`src/hdl/aik_pkg.sv`:
```
`timescale 1ns / 1ps
// Shared types, widths and constants for the arm inverse kinematics core.
// Holds the CORDIC arctangent table and the cell payload structs; no dependencies.
package aik_pkg;

	// CORDIC depth; the arctangent table has 24 entries, so the chain is capped there
	localparam int CORDIC_STAGES = 16;
	localparam int ATAN_LEN      = 24;
	localparam int NSTG          = (CORDIC_STAGES < ATAN_LEN) ? CORDIC_STAGES : ATAN_LEN;

	// datapath widths
	localparam int CX_W = 34;       // CORDIC x/y lengths, Q18.16 in the rotation chain, Q26.8 in the vectoring chains
	localparam int CZ_W = 28;       // CORDIC angle, Q24 radians
	localparam int TH_W = 28;       // servo-arm angle, Q24 radians
	localparam int R2_W = 52;       // squared radius, Q36.16
	localparam int RT_W = R2_W / 2; // square root result, Q18.8
	localparam int SH_W = 5;        // CORDIC shift index

	// angle constants in Q24 radians
	localparam logic signed [TH_W:0] PI_Q24      = 29'sd52707179;
	localparam logic signed [TH_W:0] TWO_PI_Q24  = 29'sd105414357;
	localparam logic signed [TH_W:0] HALF_PI_Q24 = 29'sd26353589;

	// CORDIC gain 0.6072529 in Q24
	localparam logic [23:0] GAIN_Q24 = 24'd10188014;

	// configuration register indexes
	typedef enum logic [1:0] {
		REG_LOWER_ARM_LENGTH     = 2'd0,
		REG_SERVO_ANGLE_OFFSET   = 2'd1,
		REG_ACTUATOR_BASE_LENGTH = 2'd2,
		REG_ACTUATOR_SIDE_OFFSET = 2'd3
	} cfg_reg_t;

	// one CORDIC cell's working set
	typedef struct packed {
		logic signed [CX_W-1:0] x;
		logic signed [CX_W-1:0] y;
		logic signed [CZ_W-1:0] z;
	} cordic_t;

	// one square root cell's working set
	typedef struct packed {
		logic [R2_W-1:0] rad;
		logic [RT_W+1:0] rem;
		logic [RT_W-1:0] root;
	} sqrt_t;

	// atan(2^-i) in Q24
	function automatic logic signed [CZ_W-1:0] atan_q24(input logic [SH_W-1:0] idx);
		logic signed [CZ_W-1:0] a;
		case (idx)
			5'd0:    a = 28'sd13176795;
			5'd1:    a = 28'sd7778716;
			5'd2:    a = 28'sd4110060;
			5'd3:    a = 28'sd2086331;
			5'd4:    a = 28'sd1047214;
			5'd5:    a = 28'sd524117;
			5'd6:    a = 28'sd262123;
			5'd7:    a = 28'sd131069;
			5'd8:    a = 28'sd65536;
			5'd9:    a = 28'sd32768;
			5'd10:   a = 28'sd16384;
			5'd11:   a = 28'sd8192;
			5'd12:   a = 28'sd4096;
			5'd13:   a = 28'sd2048;
			5'd14:   a = 28'sd1024;
			5'd15:   a = 28'sd512;
			5'd16:   a = 28'sd256;
			5'd17:   a = 28'sd128;
			5'd18:   a = 28'sd64;
			5'd19:   a = 28'sd32;
			5'd20:   a = 28'sd16;
			5'd21:   a = 28'sd8;
			5'd22:   a = 28'sd4;
			5'd23:   a = 28'sd2;
			default: a = '0;
		endcase
		return a;
	endfunction

endpackage

```
`src/hdl/aik_cordic_cell.sv`:
```
`timescale 1ns / 1ps
// One registered CORDIC micro-rotation, rotation or vectoring mode.
// Depends on aik_pkg for cordic_t and the arctangent table.
module aik_cordic_cell import aik_pkg::*; (
	input  logic            clk,
	input  logic            en,
	input  logic            vec_mode,
	input  logic [SH_W-1:0] shift,
	input  cordic_t         din,
	output cordic_t         dout
);

	logic signed [CX_W-1:0] x_in;
	logic signed [CX_W-1:0] y_in;
	logic signed [CZ_W-1:0] z_in;
	logic signed [CX_W-1:0] xs;
	logic signed [CX_W-1:0] ys;
	logic signed [CZ_W-1:0] ang;
	logic                   ccw;
	cordic_t                nxt;

	// pick the direction and rotate by atan(2^-shift)
	always_comb begin
		x_in = din.x;
		y_in = din.y;
		z_in = din.z;
		xs   = x_in >>> shift;
		ys   = y_in >>> shift;
		ang  = atan_q24(shift);
		ccw  = vec_mode ? y_in[CX_W-1] : ~z_in[CZ_W-1];
		if (ccw) begin
			nxt.x = x_in - ys;
			nxt.y = y_in + xs;
			nxt.z = z_in - ang;
		end else begin
			nxt.x = x_in + ys;
			nxt.y = y_in - xs;
			nxt.z = z_in + ang;
		end
	end

	// hand the result to the next cell
	always_ff @(posedge clk) begin
		if (en) begin
			dout <= nxt;
		end
	end

endmodule

```
`config.mk`:
```
export PLATFORM = sky130hd
export DESIGN_NAME = aik_cordic_cell
export DESIGN_NICKNAME = d
export VERILOG_FILES = /design/src/hdl/aik_pkg.sv /design/src/hdl/aik_cordic_cell.sv
export SDC_FILE = /design/constraint.sdc
export NUM_CORES = 1
export LEC_CHECK = 0
export BUFFER_PORTS_ARGS = -buffer_cell sky130_fd_sc_hd__clkbuf_2
export CAP_MARGIN = 25
export CORE_MARGIN = 10
export CORE_UTILIZATION = 55
export DETAILED_ROUTE_END_ITERATION = 6
export PLACE_DENSITY = 0.79
export SLEW_MARGIN = 10
export SYNTH_ARGS = -nofsm -noshare
export SYNTH_HDL_FRONTEND = slang
export SYNTH_SLANG_ARGS = --single-unit
```
`constraint.sdc`:
```
create_clock -name clk -period 6.55 [get_ports clk]
set_input_delay 0.9825 -clock clk [delete_from_list [all_inputs] [get_ports clk]]
set_output_delay 0.9825 -clock clk [all_outputs]
set_load 0.02 [all_outputs]
```
=== After elaboration in Yosys (flattened, before gate mapping) ===
Memory sizes are Yosys's and may differ from the RTL's.
Index checks and enable logic that the tools add are counted.

* Bits in registers: 96
* Latch bits: 0
* RAM bits: 0
* Bits in read-only memories: 768
* Input port bits: 104
* Output and inout bits: 96
* Logic and storage cells: 15
* Memories: 1

{| class="wikitable"
|+ Memories
! name !! words !! width !! read ports !! clocked after Yosys merged registers in !! write ports !! line !! source
|-
| (no name shown) || 32 || 24 || 1 || 0 || 0 || aik_pkg.sv:52 || <nowiki>case (idx)</nowiki>
|}

* Add/subtract/negate cells: 6
* $mul: 0
* Divide/modulo/power cells: 0
* Magnitude comparators: 0
* Equal/unequal tests: 0
* Shift operators: 2
* Mux-type cells: 2
* Bitwise operators: 1
* Reduce and logical (&&, ||, !) cells: 0

{| class="wikitable"
|+ Operators by type and width
! kind !! number
|-
| $mux 96 || 1
|-
| $add 34x34->34 || 2
|-
| $sshr 34x5->34 || 2
|-
| $sub 34x34->34 || 2
|-
| $add 28x28->28 || 1
|-
| $sub 28x28->28 || 1
|-
| $mux 1 || 1
|-
| $not 1->1 || 1
|}

=== Logic depth before layout (Yosys ltp) ===
* Depth after elaboration: 3
* Depth in mapped cells: 27
* Gate-level depth less buffers: 22

=== Least setup slack after synthesis ===
OpenSTA, ideal clock, no wires.

* Kind: input-to-reg
* From: in shift[1]
* To: reg dout[95] in the netlist's numbering (data pin)
* Setup time: 261 ps
* Data arrival time: 6,087 ps
* Data required time: 6,289 ps
* Path slack: 202 ps
* Stages on the path: 23
* Buffers on the path: 3
* Cell sequence: buf_2 > inv_1 > buf_1 > buf_1 > mux2i_1 > o221ai_1 > nor2_1 > ha_1 > nor4b_1 > nand4_1 > nor3_1 > a21oi_1 > xor2_1 > ha_1 > nand3_1 > a2111o_1 > a2bb2oi_1 > o21a_1 > a211oi_1 > a221oi_1 > o31a_1 > o21ai_0 > xnor2_1

{| class="wikitable"
|+ RTL lines
! element !! line !! source
|-
| from (decl) || aik_cordic_cell.sv:8 || <nowiki>input logic [SH_W-1:0] shift,</nowiki>
|-
| to (signal assigned) || aik_cordic_cell.sv:45 || <nowiki>dout <= nxt;</nowiki>
|-
| to (decl) || aik_cordic_cell.sv:10 || <nowiki>output cordic_t dout</nowiki>
|}

==> results.cfg <==
[clock_network]
htreeDepth = 3
root_buffer = clkbuf_16
clock_path_buffers = 2
clk_pin_slew_ns = 0.08
cts_buffers = 9
cts.sinks = 96
cts_tree = yes

[final_layout]
n_antenna_cell = 0
fin_cells = 2394
layout-drive-gt1-share_pct = 28.7
area_growth_pct = 21.3
fill_cells = 2177
fin_nets = 2257
largest_reg_flops = 96
utilization_pct = 67.6
regMostFlops = dout
final_cell_mix = buf_4, clkbuf_2, nor2_1, a21oi_1, nand2_1
final_common_cell = buf_4
top_regs = dout x96

[sta]
setup_slack_ns = 0.251
tightest_slew_ns = 0.925
finalSetupTns_ns = 0
drv_slew = 0
relSlewSlack_pct = 37.9
rsz0062_at_grt = yes
hold_viol = 0
fin_crit_ns = 6.30
setup_viol = 0
fmax_mhz = 159
period_share_pct = 96.2

[route]
final_antenna_net_count = 0
wl_per_cell_um = 25.5
vias = 16200
drcViolationCount = 0
wl_um = 61100
avgViaCountPerCell = 6.77
drt-initial-drc-count = 2180
dr.pass1.iters = 6

[power_and_ir_drop]
ir_drop_mv = 0.172
p_per_area_nw_per_um2 = 241
p_total_uw = 4370
leakage_uw = 0.00775

[min_path]
min_to = dout[28]$_DFFE_PP_
min_path_cells = 2
hp-start = din[28]
worstHoldPathType = in2reg

[status]
status = completed

[yosys]
synth.area.mux_share_pct = 18.2
synth-compound-area-share_pct = 23.5
synthAdderAreaFrac_pct = 8.84
ys_warn_count = 0
syn_nets = 1913
synth_edf_count = 96
synth_xor_area_share_pct = 9.42
synthDistinctLibCells = 91
synthCells = 1705
synth_top_family_by_area = compound AO/OA/AOI/OAI gates
syn_avg_cell_area_um2 = 8.78
yosys.area_share.simple_pct = 16.1
async_flop_share_pct = 0
ys_seq_area_share_pct = 19.2
synth_seq_cells = 96
syn_area_um2 = 15000
synth_ff_type = edfxtp_1

[placed_design]
dpl.hpwl_um = 49400
gp_congestion = 1.04
port_buffers = 199
dp.cells = 2378
dpl_worst_slack_ns = -0.160

[die]
ios = 200
initial_core_util_pct = 55.7
placementRows = 60
dieArea_um2 = 34200
die_w_um = 185
fp.coreArea_um2 = 26900
chipHeight_um = 185

[global_route]
grt_pass1_vias = 15700
antenna_found_initial = 0
grt_max_degree = 54
grt_overflow = 0
grt_util_all_layers_pct = 34.9
grt_pass1_wl_um = 92500

[worst_setup_path]
cp.arrival_ns = 6.42
crit_required_ns = 6.67
cpMaxStageDelayCell = or4_4
crit_buf_inv = 4
end_kind = flip-flop
critPathMaxStageDelay_ns = 0.64
cpLargestDelayFamily = compound AO/OA/AOI/OAI gates
worstSetupPathType = in2reg
cp_cell_sequence = buf_6 -> buf_16 -> buf_4 -> mux4_2 -> mux2_2 -> a221oi_2 -> o311ai_1 -> or4_4 -> nor2_1 -> a21oi_1 -> xnor2_1 -> ha_1 -> and3_1 -> and2_1 -> a221o_1 -> a2bb2oi_1 -> a221oi_2 -> buf_4 -> nor2_1 -> o21ai_0 -> a21oi_1 -> xor2_1
crit_fanout = 29
critPathLaunchType = input port

[flow_run]
drv_cap = 0
==> power by group <==
group,switching [µW],leakage [µW],internal [µW],total (µW)
Sequential,50.1,0.000940,946,996
Clock,290,0.000163,376,665
Combinational,1580,0.00664,1130,2710
Total,1920,0.00775,2460,4370
==> layer usage <==
metal | wire length, µm | track usage (%)
met3 | 6030 | 6.41
met1 | 23800 | 43.6
met5 | 0 | 0
met2 | 28600 | 58.1
met4 | 2630 | 14.2
==> cells by family (layout without fill, tap and decap cells) <==
kind of cell / count (synthesis) / count (layout)
AOI/OAI and AO/OA: 537 / 537
adders and majority gates: 104 / 104
DFF: 96 / 96
and+or+nand+nor: 492 / 492
buffers and inverters: 146 / 494
xor gates and xnor gates: 161 / 161
muxes: 169 / 169
==> cell usage after synthesis (42+ instances only) <==
library cell	n	area, µm²
nand3_1	42	210
nand2_1	136	510
a21oi_1	138	691
inv_1	52	195
xnor2_1	105	920
a21o_1	45	338
ha_1	101	1260
xor2_1	56	490
nor2_1	139	522
edfxtp_1	96	2880
mux2i_1	56	561
mux4_2	79	1780
o21ai_0	108	541
==> how the worst max path moves through the flow <==
| stage | from | to | cells past startpoint |
|---|---|---|---|
| 6_report | shift[0] | dout[58]$_DFFE_PP_ | 22 |
| 5_1_grt | shift[0] | dout[55]$_DFFE_PP_ | 22 |
| 4_1_cts | shift[0] | dout[58]$_DFFE_PP_ | 22 |
| 3_5_place_dp | shift[0] | dout[58]$_DFFE_PP_ | 22 |
| 3_3_place_gp | shift[0] | dout[58]$_DFFE_PP_ | 23 |
| 2_1_floorplan | shift[1] | dout[95]$_DFFE_PP_ | 23 |
==> repair_timing <==
action	CTS	global route
buffers inserted	0	1
gates resized for setup	0	8
endpoints found under the setup margin	0	10
hold buffers	0	0
==> stage by stage <==
| step | hold WS, ns | cell area, µm² |
|---|---|---|
| floorplan | 1.10 | 15000 |
| global placement | 1.30 | 17800 |
| detailed placement | 1.31 | 17800 |
| CTS | 0.931 | 18100 |
| global route | 0.958 | 18200 |
| finish | 0.923 | 18200 |
==> cell type report <==
class	instances	area, µm²	area share [%]
Tap cell	341	427	2.35
Sequential cell	96	2880	15.9
Timing Repair Buffer	426	2880	15.9
Clock inverter	6	115	0.634
Inverter	53	199	1.10
Clock buffer	9	225	1.24
Multi-Input combinational cell	1463	11400	62.9
Power figures use the tool's default switching activity.
