===== config.mk =====
export PLATFORM = sky130hd
export DESIGN_NAME = aik_sqrt_cell
export DESIGN_NICKNAME = d
export VERILOG_FILES = /design/src/hdl/aik_pkg.sv /design/src/hdl/aik_sqrt_cell.sv
export SDC_FILE = /design/constraint.sdc
export NUM_CORES = 1
export LEC_CHECK = 0
export BUFFER_PORTS_ARGS = -buffer_cell sky130_fd_sc_hd__clkbuf_2
export CORE_MARGIN = 5
export CORE_UTILIZATION = 41
export CTS_BUF_LIST = sky130_fd_sc_hd__clkbuf_4
export DETAILED_ROUTE_END_ITERATION = 7
export PLACE_DENSITY_LB_ADDON = 0.15
export REMOVE_ABC_BUFFERS = 1
export SETUP_SLACK_MARGIN = 0.2
export SYNTH_ARGS = -nofsm -noshare
export SYNTH_HDL_FRONTEND = slang
export SYNTH_SLANG_ARGS = --single-unit

===== constraint.sdc =====
create_clock -name clk -period 3.5 [get_ports clk]
set_clock_uncertainty 0.05 [all_clocks]
set_input_delay 0.7 -clock clk [delete_from_list [all_inputs] [get_ports clk]]
set_output_delay 0.7 -clock clk [all_outputs]
set_load 0.005 [all_outputs]

===== src/hdl/aik_pkg.sv =====
`timescale 1ns / 1ps
// Shared types, widths and constants for the arm inverse kinematics core.
// Holds the CORDIC arctangent table and the cell payload structs; no dependencies.
package aik_pkg;

	// CORDIC depth; the arctangent table has 24 entries, so the chain is capped there
	localparam int CORDIC_STAGES = 16;
	localparam int ATAN_LEN      = 24;
	localparam int NSTG          = (CORDIC_STAGES < ATAN_LEN) ? CORDIC_STAGES : ATAN_LEN;

	// datapath widths
	localparam int CX_W = 34;       // CORDIC x/y lengths, Q18.16 in the rotation chain, Q26.8 in the vectoring chains
	localparam int CZ_W = 28;       // CORDIC angle, Q24 radians
	localparam int TH_W = 28;       // servo-arm angle, Q24 radians
	localparam int R2_W = 52;       // squared radius, Q36.16
	localparam int RT_W = R2_W / 2; // square root result, Q18.8
	localparam int SH_W = 5;        // CORDIC shift index

	// angle constants in Q24 radians
	localparam logic signed [TH_W:0] PI_Q24      = 29'sd52707179;
	localparam logic signed [TH_W:0] TWO_PI_Q24  = 29'sd105414357;
	localparam logic signed [TH_W:0] HALF_PI_Q24 = 29'sd26353589;

	// CORDIC gain 0.6072529 in Q24
	localparam logic [23:0] GAIN_Q24 = 24'd10188014;

	// configuration register indexes
	typedef enum logic [1:0] {
		REG_LOWER_ARM_LENGTH     = 2'd0,
		REG_SERVO_ANGLE_OFFSET   = 2'd1,
		REG_ACTUATOR_BASE_LENGTH = 2'd2,
		REG_ACTUATOR_SIDE_OFFSET = 2'd3
	} cfg_reg_t;

	// one CORDIC cell's working set
	typedef struct packed {
		logic signed [CX_W-1:0] x;
		logic signed [CX_W-1:0] y;
		logic signed [CZ_W-1:0] z;
	} cordic_t;

	// one square root cell's working set
	typedef struct packed {
		logic [R2_W-1:0] rad;
		logic [RT_W+1:0] rem;
		logic [RT_W-1:0] root;
	} sqrt_t;

	// atan(2^-i) in Q24
	function automatic logic signed [CZ_W-1:0] atan_q24(input logic [SH_W-1:0] idx);
		logic signed [CZ_W-1:0] a;
		case (idx)
			5'd0:    a = 28'sd13176795;
			5'd1:    a = 28'sd7778716;
			5'd2:    a = 28'sd4110060;
			5'd3:    a = 28'sd2086331;
			5'd4:    a = 28'sd1047214;
			5'd5:    a = 28'sd524117;
			5'd6:    a = 28'sd262123;
			5'd7:    a = 28'sd131069;
			5'd8:    a = 28'sd65536;
			5'd9:    a = 28'sd32768;
			5'd10:   a = 28'sd16384;
			5'd11:   a = 28'sd8192;
			5'd12:   a = 28'sd4096;
			5'd13:   a = 28'sd2048;
			5'd14:   a = 28'sd1024;
			5'd15:   a = 28'sd512;
			5'd16:   a = 28'sd256;
			5'd17:   a = 28'sd128;
			5'd18:   a = 28'sd64;
			5'd19:   a = 28'sd32;
			5'd20:   a = 28'sd16;
			5'd21:   a = 28'sd8;
			5'd22:   a = 28'sd4;
			5'd23:   a = 28'sd2;
			default: a = '0;
		endcase
		return a;
	endfunction

endpackage


===== src/hdl/aik_sqrt_cell.sv =====
`timescale 1ns / 1ps
// One registered digit of a restoring integer square root (one result bit per cell).
// Depends on aik_pkg for sqrt_t.
module aik_sqrt_cell import aik_pkg::*; (
	input  logic  clk,
	input  logic  en,
	input  sqrt_t din,
	output sqrt_t dout
);

	logic [RT_W+1:0] rem_sh;
	logic [RT_W+1:0] trial;
	sqrt_t           nxt;

	// bring in the next two radicand bits and try the next root bit
	always_comb begin
		rem_sh  = {din.rem[RT_W-1:0], din.rad[R2_W-1 -: 2]};
		trial   = {din.root, 2'b01};
		nxt.rad = {din.rad[R2_W-3:0], 2'b00};
		if (rem_sh >= trial) begin
			nxt.rem  = rem_sh - trial;
			nxt.root = {din.root[RT_W-2:0], 1'b1};
		end else begin
			nxt.rem  = rem_sh;
			nxt.root = {din.root[RT_W-2:0], 1'b0};
		end
	end

	// hand the partial root to the next cell
	always_ff @(posedge clk) begin
		if (en) begin
			dout <= nxt;
		end
	end

endmodule

# Word level (Yosys, flattened, before mapping)
# Index checks and enable logic that the tools add are counted.
[op_classes] addsub=1 magnitude_cmp=1 n_mux=1
[ops] cell="two-way mux 54 bit" count=1
[ops] cell="greater-or-equal comparator 28 bit" count=1
[ops] cell="subtractor 28 bit" count=1
[word_totals] register_bits=104 input_bits=108 out_inout_bits=106 elab_cells=6

# Longest topological paths before layout
# Gate-level depths: netlist of the first run.
[depth] ltp_word=2 mapped_depth=11

# Worst setup path before layout of the first run
# Ideal clock, no wire load.
[synth_path] kind="input port to flip-flop" from="input port din[12] (netlist name)" to="register dout[33] (netlist name) (data pin)" setup_ns=0.260 arrival_ns=2.668 path_slack_ns=0.522 stages=10 n_path_buf=2 cell_sequence="inv_1 -> ha_1 -> buf_2 -> nand4_4 -> or3_4 -> nor3_4 -> o21ai_2 -> a41oi_4 -> buf_8 -> mux2_4"
[synth_lines] element="start: declaration" line="aik_sqrt_cell.sv:7" source="input sqrt_t din,"
[synth_lines] element="end signal: assignment" line="aik_sqrt_cell.sv:32" source="dout <= nxt;"
[synth_lines] element="end: declaration" line="aik_sqrt_cell.sv:8" source="output sqrt_t dout"

==> PnR_summary.wiki, run 1 <==
{| class="wikitable"
! Metric !! Value
|-
| Remaining global-route overflow || 0
|-
| Cells on Worst Hold Path || 1
|-
| CTS tree || done
|-
| Sw Share || ~28%
|-
| Top achievable clock speed || around 350 MHz
|-
| Detailed-router iteration count before antenna repair || 4
|-
| Count of input and output buffers || 209
|-
| Full die area || ~0.015 mm2
|-
| DRC || 0
|-
| Leakage power of the design || just over 3 nW
|-
| Type of the worst setup path || input pin to flop
|-
| Final layout net count || 779
|-
| Count of antenna-violating nets left after detailed routing || 0
|-
| Register Area || roughly 0.0031 mm2
|-
| Count of warnings emitted by yosys || 0
|-
| Maximum clock insertion buffer count || 2
|-
| Peak per-stage delay on the critical path || 0.46 ns
|-
| Number of buffers created by CTS || 9
|-
| Synthesis-to-layout area growth || 25.97%
|-
| Final Hold Violating Endpoints || 0
|-
| Register with the most flip-flops || dout
|-
| CTS clk-pin slew, worst paths || 0.15 ns
|-
| Max reg flops || approximately 100
|-
| Initial antenna violation count || 0
|-
| Post-DP HPWL || about 10,000 um
|-
| Fraction of synthesized cell area taken by the top area cell type || 58.40%
|-
| Number of inserted filler cells in the final layout || between 1,000 and 1,500
|-
| Count of distinct cell types in the synthesized netlist || just under 60
|-
| Largest fanout of any net on the critical path || 36
|-
| IR Drop Worst-Case VDD || ~0.00021 V
|-
| Die outline height || 124.2 um
|-
| I/O pin count || about 210
|-
| Leading registers by flop count || dout x104
|-
| Sequential cell area fraction in the yosys report || ~58%
|-
| Ratio of routed vias to standard cells || 4.956
|-
| Worst slew slack as a fraction of its limit || a little over half
|-
| Clock root buffer master || sky130_fd_sc_hd__clkbuf_4
|-
| Final Slew Violations || 0
|-
| Largest family of logic cells by synthesized area || compound AO/OA/AOI/OAI gates
|-
| Worst path arrival time || slightly above 3 ns
|-
| Proportion of synthesized area in mux cells || between 1.5 and 2%
|-
| Via count || just over 4,000
|-
| Required time of the critical path || ~3.7 ns
|-
| Largest cells by area after synthesis || sky130_fd_sc_hd__edfxtp_1 58%, sky130_fd_sc_hd__ha_1 6.6%, sky130_fd_sc_hd__a21oi_1 3.0%
|-
| Proportion of power drawn by flip-flops and latches || ~54%
|-
| Internal power || just over 0.002 W
|-
| Number of synthesized flops with an enable pin || between 100 and 150
|-
| Cell area after technology mapping || between 0.005 and 0.006 mm2
|-
| Diode count || 0
|-
| Type of element capturing the critical path || flop
|-
| Combinational group share of total power || about a quarter
|-
| Slowest CP cell || sky130_fd_sc_hd__ha_1
|-
| Post_cts resized || 0
|-
| Number of global-route vias before repair || just over 4,000
|-
| Total setup violations reported at the end of the flow || 0
|-
| Flip-flop cell with the highest count after synthesis || sky130_fd_sc_hd__edfxtp_1
|-
| Synthesized area divided by synthesized cell count || 12.49 um2
|-
| Starting Density || 42.03%
|-
| Fraction of the mapped netlist area in simple logic gates || 9.569%
|-
| Area share of xor/xnor cells in the synthesized design || 3.767%
|-
| Die outline width || 124.2 um
|-
| First-pass GRT wire length || 21,270 um
|-
| Count of placed standard cells including taps || between 800 and 900
|-
| Ratio of cells with drive above 1 in the final layout || between 40% and 50%
|-
| Detailed Route Iter0 Violations || roughly 220
|-
| Switching power summed over all nets || 0.0007995 W
|-
| Commonest non-fill, non-tap cell in the layout || sky130_fd_sc_hd__clkbuf_2
|-
| Final wirelength || 13,120 um
|-
| Unrepaired setup endpoints after global routing || false
|-
| Sequence of cells on the critical path || clkbuf_2 > inv_1 > ha_1 > nand4_4 > or3_4 > nor3_4 > o21ai_2 > a41oi_4 > buf_12 > mux2_2
|-
| Hold Path Class || input pin to flop
|-
| Power density over cell area || roughly 420 mW/mm2
|-
| Portion of total power attributed to the clock network || 21.9%
|-
| Total number of clock tree sinks || ~100
|-
| Routed WL per cell || between 15 and 20 um
|-
| Synthesized netlist cell count || roughly 430
|-
| Kind of launch point of the worst setup path || input pin
|-
| Compound-gate portion of the synthesized area || about 15%
|-
| Commonest cells after routing, fill and taps aside || 208 x sky130_fd_sc_hd__clkbuf_2, 104 x sky130_fd_sc_hd__edfxtp_1, 40 x sky130_fd_sc_hd__inv_1
|-
| Status || complete, no violations
|-
| Number of levels in the clock H-tree || 3
|-
| Reported max-cap violation count || 0
|-
| Placeable core area || ~0.013 mm2
|-
| Measured slew at the worst slew-check pin || 0.6877 ns
|-
| Setup repair bufs after CTS || 0
|-
| Total track usage || ~17%
|-
| Area taken by multi-input logic gates || between 0.0015 and 0.002 mm2
|-
| Share of flip-flops with an asynchronous set or reset || 0%
|-
| Number of standard cells in the layout, taps in and fillers out || between 800 and 900
|-
| RePlAce Congestion || 0.8517
|-
| Cell type with the largest total area after synthesis || sky130_fd_sc_hd__edfxtp_1
|-
| Final period utilization || roughly four fifths
|-
| Largest net degree at the start of global routing || 55
|-
| Hold path startpoint || din[81]
|-
| Flop and latch count out of synthesis || approximately 100
|-
| Floorplan row count || 41
|-
| Synth Area in Adders || ~6.6%
|-
| Worst hold margin || about 0.35 ns
|-
| Final critical path time including I/O delays and setup || 2.831 ns
|-
| Hold Crit Endpoint || dout[83]
|-
| Hold buffer count at cts || 0
|}
## synth_stat cells (all sizes together) (5+ instances only)
cell type	count
a21o	10
and3	5
nand4	9
buf	15
edfxtp	104
mux2	6
inv	40
nor3	5
a21oi	45
o21ai	19
xnor2	14
nand2	15
ha	28
nand2b	5
xor2	9
nand3	8
nor2b	6
nor2	31
## metrics by stage
step | power (W) | setup WS [ns] | util, % | TNS, ns | area (um2)
floorplan | 0.001947 | -0.2437 | - | -1.350 | 5219
global placement | 0.002256 | 0.1951 | 51.92 | 0 | 6605
detailed placement | 0.002264 | 0.1422 | 51.92 | 0 | 6605
CTS | 0.002900 | 0.6886 | 52.95 | 0 | 6736
global route | 0.003024 | 0.5496 | 52.95 | 0 | 6736
finish | 0.002852 | 0.6692 | 52.95 | 0 | 6736
## power by group through the flow
stage                     combinational [W]  sequential [W]  clock (W)
after global routing               0.000762         0.00155   0.000709
after detailed placement           0.000691         0.00157          0
after CTS                          0.000696         0.00154   0.000660
final                              0.000685         0.00154   0.000624
after global placement             0.000685         0.00157          0
after floorplan                    0.000356         0.00159          0
## final cells by class
type	instances	share of cell area [%]
Timing Repair Buffer	222	17.38
Clock inverter	5	0.8358
Inverter	40	2.229
Clock buffer	10	1.114
Multi-Input combinational cell	266	28.88
Sequential cell	104	46.36
Tap cell	172	3.195
## cells by family after synthesis
| group | Yosys count |
|---|---|
| multiplexers | 7 |
| adder cells (fa/ha/maj) | 28 |
| buffers and inverters | 59 |
| AO/OA/AOI/OAI | 110 |
| AND/OR/NAND/NOR | 96 |
| XOR/XNOR | 23 |
| flip-flops | 104 |
| other | 1 |
## layer usage
layer | GRT usage, % | vias up | routed length, um
met5 | 0 | - | 0
met4 | 5.674 | 0 | 194
met3 | 4.803 | 13 | 963
met2 | 28.63 | 154 | 6288
met1 | 20.84 | 1886 | 5676
li1 | - | 2006 | -
## worst max path at each step
stage          slack [ns]     from  endpoint
2_1_floorplan       -0.24  din[11]  dout[32]
3_3_place_gp         0.20  din[12]  dout[32]
3_5_place_dp         0.14  din[12]  dout[32]
4_1_cts              0.69  din[12]  dout[32]
5_1_grt              0.55  din[11]  dout[53]
6_report             0.67  din[12]  dout[32]
## critical path, delay by kind of cell
kind	cells	cell delay, ns
buffers and inverters	3	0.38
AO/OA/AOI/OAI	2	0.33
adder cells (fa/ha/maj)	1	0.46
multiplexers	1	0.36
AND/OR/NAND/NOR	3	0.77
(Power assumes the default switching activity.)
==> run 2: changes to the inputs <==
- clock period: 3.5 -> 2.9 ns (I/O delays scaled with it)
==> PnR_summary.wiki, run 2 (same netlist as run 1, synthesis figures left out) <==
{| class="wikitable"
! Metric !! Value
|-
| Type of element capturing the critical path || flop
|-
| Kind of launch point of the worst setup path || input pin
|-
| Commonest non-fill, non-tap cell in the layout || sky130_fd_sc_hd__clkbuf_2
|-
| Count of input and output buffers || 209 (unchanged)
|-
| Routed WL per cell || 15.19 um (-5.2%)
|-
| Number of inserted filler cells in the final layout || 1,167 (-2.9%)
|-
| Leakage power of the design || 3.326 nW (+9.2%)
|-
| Via count || 4,234 (+4.3%)
|-
| Floorplan row count || 41 (unchanged)
|-
| Total track usage || 17.36% (+0.43 points)
|-
| DRC || 0 (unchanged)
|-
| Die outline width || 124.2 um (unchanged)
|-
| Die outline height || 124.2 um (unchanged)
|-
| Initial antenna violation count || 0 (unchanged)
|-
| Placeable core area || 0.01272 mm2 (unchanged)
|-
| Number of buffers created by CTS || 9 (unchanged)
|-
| Maximum clock insertion buffer count || 2 (unchanged)
|-
| Unrepaired setup endpoints after global routing || false
|-
| Final Hold Violating Endpoints || 0 (unchanged)
|-
| Hold Path Class || input pin to flop
|-
| Power density over cell area || 480.0 mW/mm2 (+13%)
|-
| Total number of clock tree sinks || 104 (unchanged)
|-
| IR Drop Worst-Case VDD || 0.0002329 V (+8.8%)
|-
| Post-route cell area || 0.007187 mm2 (+6.7%)
|-
| Reported max-cap violation count || 0 (unchanged)
|-
| Total setup violations reported at the end of the flow || 0 (unchanged)
|-
| Detailed-router iteration count before antenna repair || 4 (unchanged)
|-
| Placed standard-cell area || 0.007073 mm2 (+7.1%)
|-
| Total Power || 0.003450 W (+21%)
|-
| Starting Density || 42.03% (unchanged)
|-
| Final period utilization || about nine tenths
|-
| Count of antenna-violating nets left after detailed routing || 0 (unchanged)
|-
| Post_cts resized || 0 (unchanged)
|-
| Register with the most flip-flops || dout
|-
| Commonest cells after routing, fill and taps aside || 208 x sky130_fd_sc_hd__clkbuf_2, 104 x sky130_fd_sc_hd__edfxtp_1, 69 x sky130_fd_sc_hd__buf_4
|-
| Required time of the critical path || 3.08 ns (-0.61 ns)
|-
| Final layout net count || 838 (+7.6%)
|-
| Post-route core utilization || 56.49% (+3.5 points)
|-
| Final critical path time including I/O delays and setup || 2.567 ns
|-
| Largest net degree at the start of global routing || 51 (-7.3%)
|-
| First-pass GRT wire length || 21,710 um (+2.1%)
|-
| Final Slew Violations || 0 (unchanged)
|-
| RePlAce Congestion || 0.8749 (+2.7%)
|-
| Remaining global-route overflow || 0 (unchanged)
|-
| I/O pin count || 214 (unchanged)
|-
| Setup TNS || 0 ns (unchanged)
|-
| Setup repair bufs after CTS || 0 (unchanged)
|-
| Ratio of routed vias to standard cells || 4.822 (-2.7%)
|-
| Synthesis-to-layout area growth || 34.39%
|-
| Diode count || 0 (unchanged)
|-
| Status || complete, no violations
|-
| Number of global-route vias before repair || 4,319 (+5.9%)
|-
| Max reg flops || 104 (unchanged)
|-
| CTS tree || done
|-
| Largest fanout of any net on the critical path || 17 (-53%)
|-
| Hold buffer count at cts || 0 (unchanged)
|-
| Post-DP HPWL || 10,880 um (+4.6%)
|-
| Number of levels in the clock H-tree || 3 (unchanged)
|-
| Full die area || 0.01543 mm2 (unchanged)
|-
| Worst path arrival time || 2.75 ns (-0.27 ns)
|-
| Type of the worst setup path || input pin to flop
|-
| CTS clk-pin slew, worst paths || 0.15 ns (about the same)
|-
| Leading registers by flop count || dout x104
|-
| Ratio of cells with drive above 1 in the final layout || 46.60% (+5.0 points)
|-
| Top achievable clock speed || 389.5 MHz
|-
| Clock root buffer master || sky130_fd_sc_hd__clkbuf_4
|-
| Final wirelength || 13,340 um (+1.6%)
|-
| Detailed Route Iter0 Violations || 136 (-39%)
|}
run 2: cell count changes in the layout (fill, tap and decap cells not counted):
cell                         change
sky130_fd_sc_hd__buf_12          +2
sky130_fd_sc_hd__clkinv_4        +1
sky130_fd_sc_hd__inv_6           -1
sky130_fd_sc_hd__a2111oi_1       -1
sky130_fd_sc_hd__bufinv_16       -1
sky130_fd_sc_hd__clkinvlp_4      +1
sky130_fd_sc_hd__buf_4          +57
sky130_fd_sc_hd__a2111oi_2       +1
run 2: final cells by class:
class / count / area, um2 / area share (%)
clock buffer: 10 / 75.07 / 1.045
multi-input combinational: 266 / 1951 / 27.14
sequential: 104 / 3123 / 43.45
timing repair buffer: 281 / 1639 / 22.81
clock inverter: 5 / 33.78 / 0.4701
tap: 172 / 215.2 / 2.994
inverter: 40 / 150.1 / 2.089
run 2: worst paths after layout:
path | startpoint | to | slack, ns | cells past startpoint
worst min-delay path | din[77] | dout[79] | 0.23 | 1
worst max-delay path | din[14] | dout[45] | 0.33 | 10
run 2: metal layers:
layer,track usage (%),up-vias,wire (um)
met2,29.83,161,6499
met3,5.746,11,1033
met5,0,-,0
li1,-,2129,-
met4,4.255,0,133
met1,21.08,1933,5670
run 2: where the power goes:
group	switching, W	total, W	internal, W
Clock	0.000468	0.000650	0.000182
Sequential	0.0000366	0.00186	0.00183
Combinational	0.000469	0.000938	0.000468
run 2: worst max-delay path, stage by stage:
cell and delay, ns:
sky130_fd_sc_hd__clkbuf_2 0.09, sky130_fd_sc_hd__inv_1 0.03, sky130_fd_sc_hd__ha_1 0.42, sky130_fd_sc_hd__nand2_1 0.13, sky130_fd_sc_hd__or3_4 0.36, sky130_fd_sc_hd__nor3_4 0.19, sky130_fd_sc_hd__o21ai_2 0.09, sky130_fd_sc_hd__a41oi_4 0.32
sky130_fd_sc_hd__buf_12 0.21, sky130_fd_sc_hd__mux2_4 0.31
run 2: through the flow:
stage               worst slack, ns  hold slack (ns)  instances
CTS                          0.3554           0.1835        878
finish                       0.3329           0.2341        878
global route                 0.2029           0.1714        878
global placement            -0.1424           0.7065        863
floorplan                   -0.7237           0.6289        410
detailed placement          -0.1797           0.7086        863
==> run 3: changes to the inputs <==
- CORE_UTILIZATION: 41 -> 50
- GPL_ROUTABILITY_DRIVEN: default -> 0
==> PnR_summary.wiki, run 3 (same netlist as run 1, synthesis figures left out) <==
{| class="wikitable"
! Metric !! Value
|-
| Status || complete, no violations
|-
| Largest net degree at the start of global routing || 59 (+16%)
|-
| Detailed-router iteration count before antenna repair || 4 (unchanged)
|-
| Starting Density || 51.57% (+9.5 points)
|-
| Sw Share || 27.69% (-0.54 points)
|-
| Setup TNS || 0 ns (unchanged)
|-
| Ratio of cells with drive above 1 in the final layout || 45.60% (-1.0 points)
|-
| Register with the most flip-flops || dout
|-
| Count of antenna-violating nets left after detailed routing || 0 (unchanged)
|-
| Type of the worst setup path || input pin to flop
|-
| Initial antenna violation count || 0 (unchanged)
|-
| Hold Path Class || input pin to flop
|-
| Switching power summed over all nets || 0.0009771 W (+0.35%)
|-
| Final Slew Violations || 0 (unchanged)
|-
| Number of buffers created by CTS || 9 (unchanged)
|-
| DRC || 0 (unchanged)
|-
| Combinational group share of total power || 26.0% (-1.2 points)
|-
| Post-DP HPWL || 10,630 um (-2.3%)
|-
| Maximum clock insertion buffer count || 2 (unchanged)
|-
| Total track usage || 20.33% (+3.0 points)
|-
| Internal power || 0.002552 W (+3.1%)
|-
| Floorplan row count || 37 (-9.8%)
|-
| Worst slack, placed || -0.1484 ns (+0.03137 ns)
|-
| I/O pin count || 214 (unchanged)
|-
| Measured slew at the worst slew-check pin || approximately 0.49 ns
|-
| Full die area || 0.01286 mm2 (-17%)
|-
| Final layout net count || 825 (-1.6%)
|-
| Total setup violations reported at the end of the flow || 0 (unchanged)
|-
| Ratio of routed vias to standard cells || 5.059 (+4.9%)
|-
| CTS clk-pin slew, worst paths || 0.16 ns (about the same)
|-
| Clock root buffer master || sky130_fd_sc_hd__clkbuf_4
|-
| Worst path arrival time || 2.76 ns (about the same)
|-
| Power density over cell area || 500.4 mW/mm2 (+4.3%)
|-
| Proportion of power drawn by flip-flops and latches || 52.9% (-1.1 points)
|-
| Register Area || 0.003123 mm2 (unchanged)
|-
| CTS tree || done
|-
| Via count || 4,194 (-0.94%)
|-
| Leakage power of the design || 3.268 nW (-1.7%)
|-
| Unrepaired setup endpoints after global routing || false
|-
| Required time of the critical path || 3.07 ns (about the same)
|-
| Type of element capturing the critical path || flop
|-
| Hold buffer count at cts || 0 (unchanged)
|-
| Diode count || 0 (unchanged)
|-
| Final wirelength || 13,250 um (-0.65%)
|-
| Count of input and output buffers || 209 (unchanged)
|-
| Number of levels in the clock H-tree || 3 (unchanged)
|-
| Leading registers by flop count || dout x104
|-
| Final Hold Violating Endpoints || 0 (unchanged)
|-
| Final critical path time including I/O delays and setup || 2.591 ns (+0.02356 ns)
|-
| Worst slew slack as a fraction of its limit || 66.76%
|-
| Portion of total power attributed to the clock network || 21.1% (+2.3 points)
|-
| Largest fanout of any net on the critical path || 4 (-13)
|-
| Max reg flops || 104 (unchanged)
|-
| Detailed Route Iter0 Violations || 304 (+120%)
|-
| Startpoint of the most critical setup path || din[4]
|-
| IR Drop Worst-Case VDD || 0.0002352 V (+0.99%)
|-
| First-pass GRT wire length || 20,890 um (-3.8%)
|-
| Commonest non-fill, non-tap cell in the layout || sky130_fd_sc_hd__clkbuf_2
|-
| Placeable core area || 0.01037 mm2 (-18%)
|-
| Number of inserted filler cells in the final layout || 827 (-29%)
|-
| Commonest cells after routing, fill and taps aside || 208 x sky130_fd_sc_hd__clkbuf_2, 104 x sky130_fd_sc_hd__edfxtp_1, 57 x sky130_fd_sc_hd__buf_4
|-
| Hold path startpoint || din[80]
|-
| Min setup slack post-route || 0.3094 ns (-0.02356 ns)
|-
| Final period utilization || 89.33% (+0.81 points)
|-
| Total number of clock tree sinks || 104 (unchanged)
|-
| Top achievable clock speed || 386.0 MHz (-0.91%)
|-
| Kind of launch point of the worst setup path || input pin
|-
| Routed WL per cell || 15.98 um (+5.2%)
|-
| Remaining global-route overflow || 0 (unchanged)
|-
| Die outline width || 113.4 um (-8.7%)
|-
| Synthesis-to-layout area growth || 31.87%
|-
| Reported max-cap violation count || 0 (unchanged)
|-
| Die outline height || 113.4 um (-8.7%)
|-
| Number of global-route vias before repair || 4,267 (-1.2%)
|-
| Area taken by multi-input logic gates || 0.001948 mm2 (-0.13%)
|}
-- run 3: cell count changes in the layout (fill, tap and decap cells not counted), sizes merged --
cell,change
buf,-13
bufinv,+1
clkinv,-1
clkinvlp,-1
inv,+1
-- run 3: final timing paths --
check	end	slack, ns	cells past startpoint
max	dout[52]	0.31	10
min	dout[82]	0.25	1
-- run 3: timing repair --
item                       CTS  global route
setup endpoints to repair    0             2
buffers inserted             0             0
gates resized for setup      0             1
-- run 3: final cells by class --
type | count | share of cell area (%)
repair buffers | 268 | 21.68
well taps | 136 | 2.413
multi-input cells | 266 | 27.63
inverters | 40 | 2.129
clock buffers | 10 | 1.065
flip-flops and latches | 104 | 44.29
clock inverters | 5 | 0.7984
-- run 3: metrics by stage --
stage               total power (W)  area (um2)  util (%)  cells  hold WS (ns)
floorplan                  0.002350        5219         -    410        0.6289
global placement           0.002799        6918     66.71    814        0.7074
detailed placement         0.002823        6918     66.71    814        0.7086
CTS                        0.003569        7049     67.98    829        0.2196
global route               0.003730        7052     68.00    829        0.2019
finish                     0.003529        7052     68.00    829        0.2453
-- run 3: per-layer routing --
metal / GRT usage (%) / up-vias / share of wire, %
met4: 4.087 / 0 / 0.70
met5: 0 / - / 0
met3: 4.350 / 6 / 7.1
met1: 25.33 / 1936 / 41
met2: 36.61 / 148 / 51
li1: - / 2104 / -
-- run 3: power groups by stage --
stage / logic (W) / registers [W] / clock network [W]
floorplan: 0.000430 / 0.00192 / 0
global placement: 0.000904 / 0.00190 / 0
detailed placement: 0.000920 / 0.00190 / 0
CTS: 0.000926 / 0.00187 / 0.000774
global route: 0.00101 / 0.00188 / 0.000839
finish: 0.000917 / 0.00187 / 0.000746
-- run 3: critical path: stages --
cell and delay (ns):
sky130_fd_sc_hd__clkbuf_2 0.10, sky130_fd_sc_hd__inv_1 0.04, sky130_fd_sc_hd__ha_1 0.35, sky130_fd_sc_hd__a21o_1 0.23, sky130_fd_sc_hd__a221oi_2 0.33, sky130_fd_sc_hd__a2111oi_1 0.14, sky130_fd_sc_hd__nor3_1 0.41, sky130_fd_sc_hd__o21ai_1 0.17
sky130_fd_sc_hd__xor2_1 0.16, sky130_fd_sc_hd__mux2_4 0.26
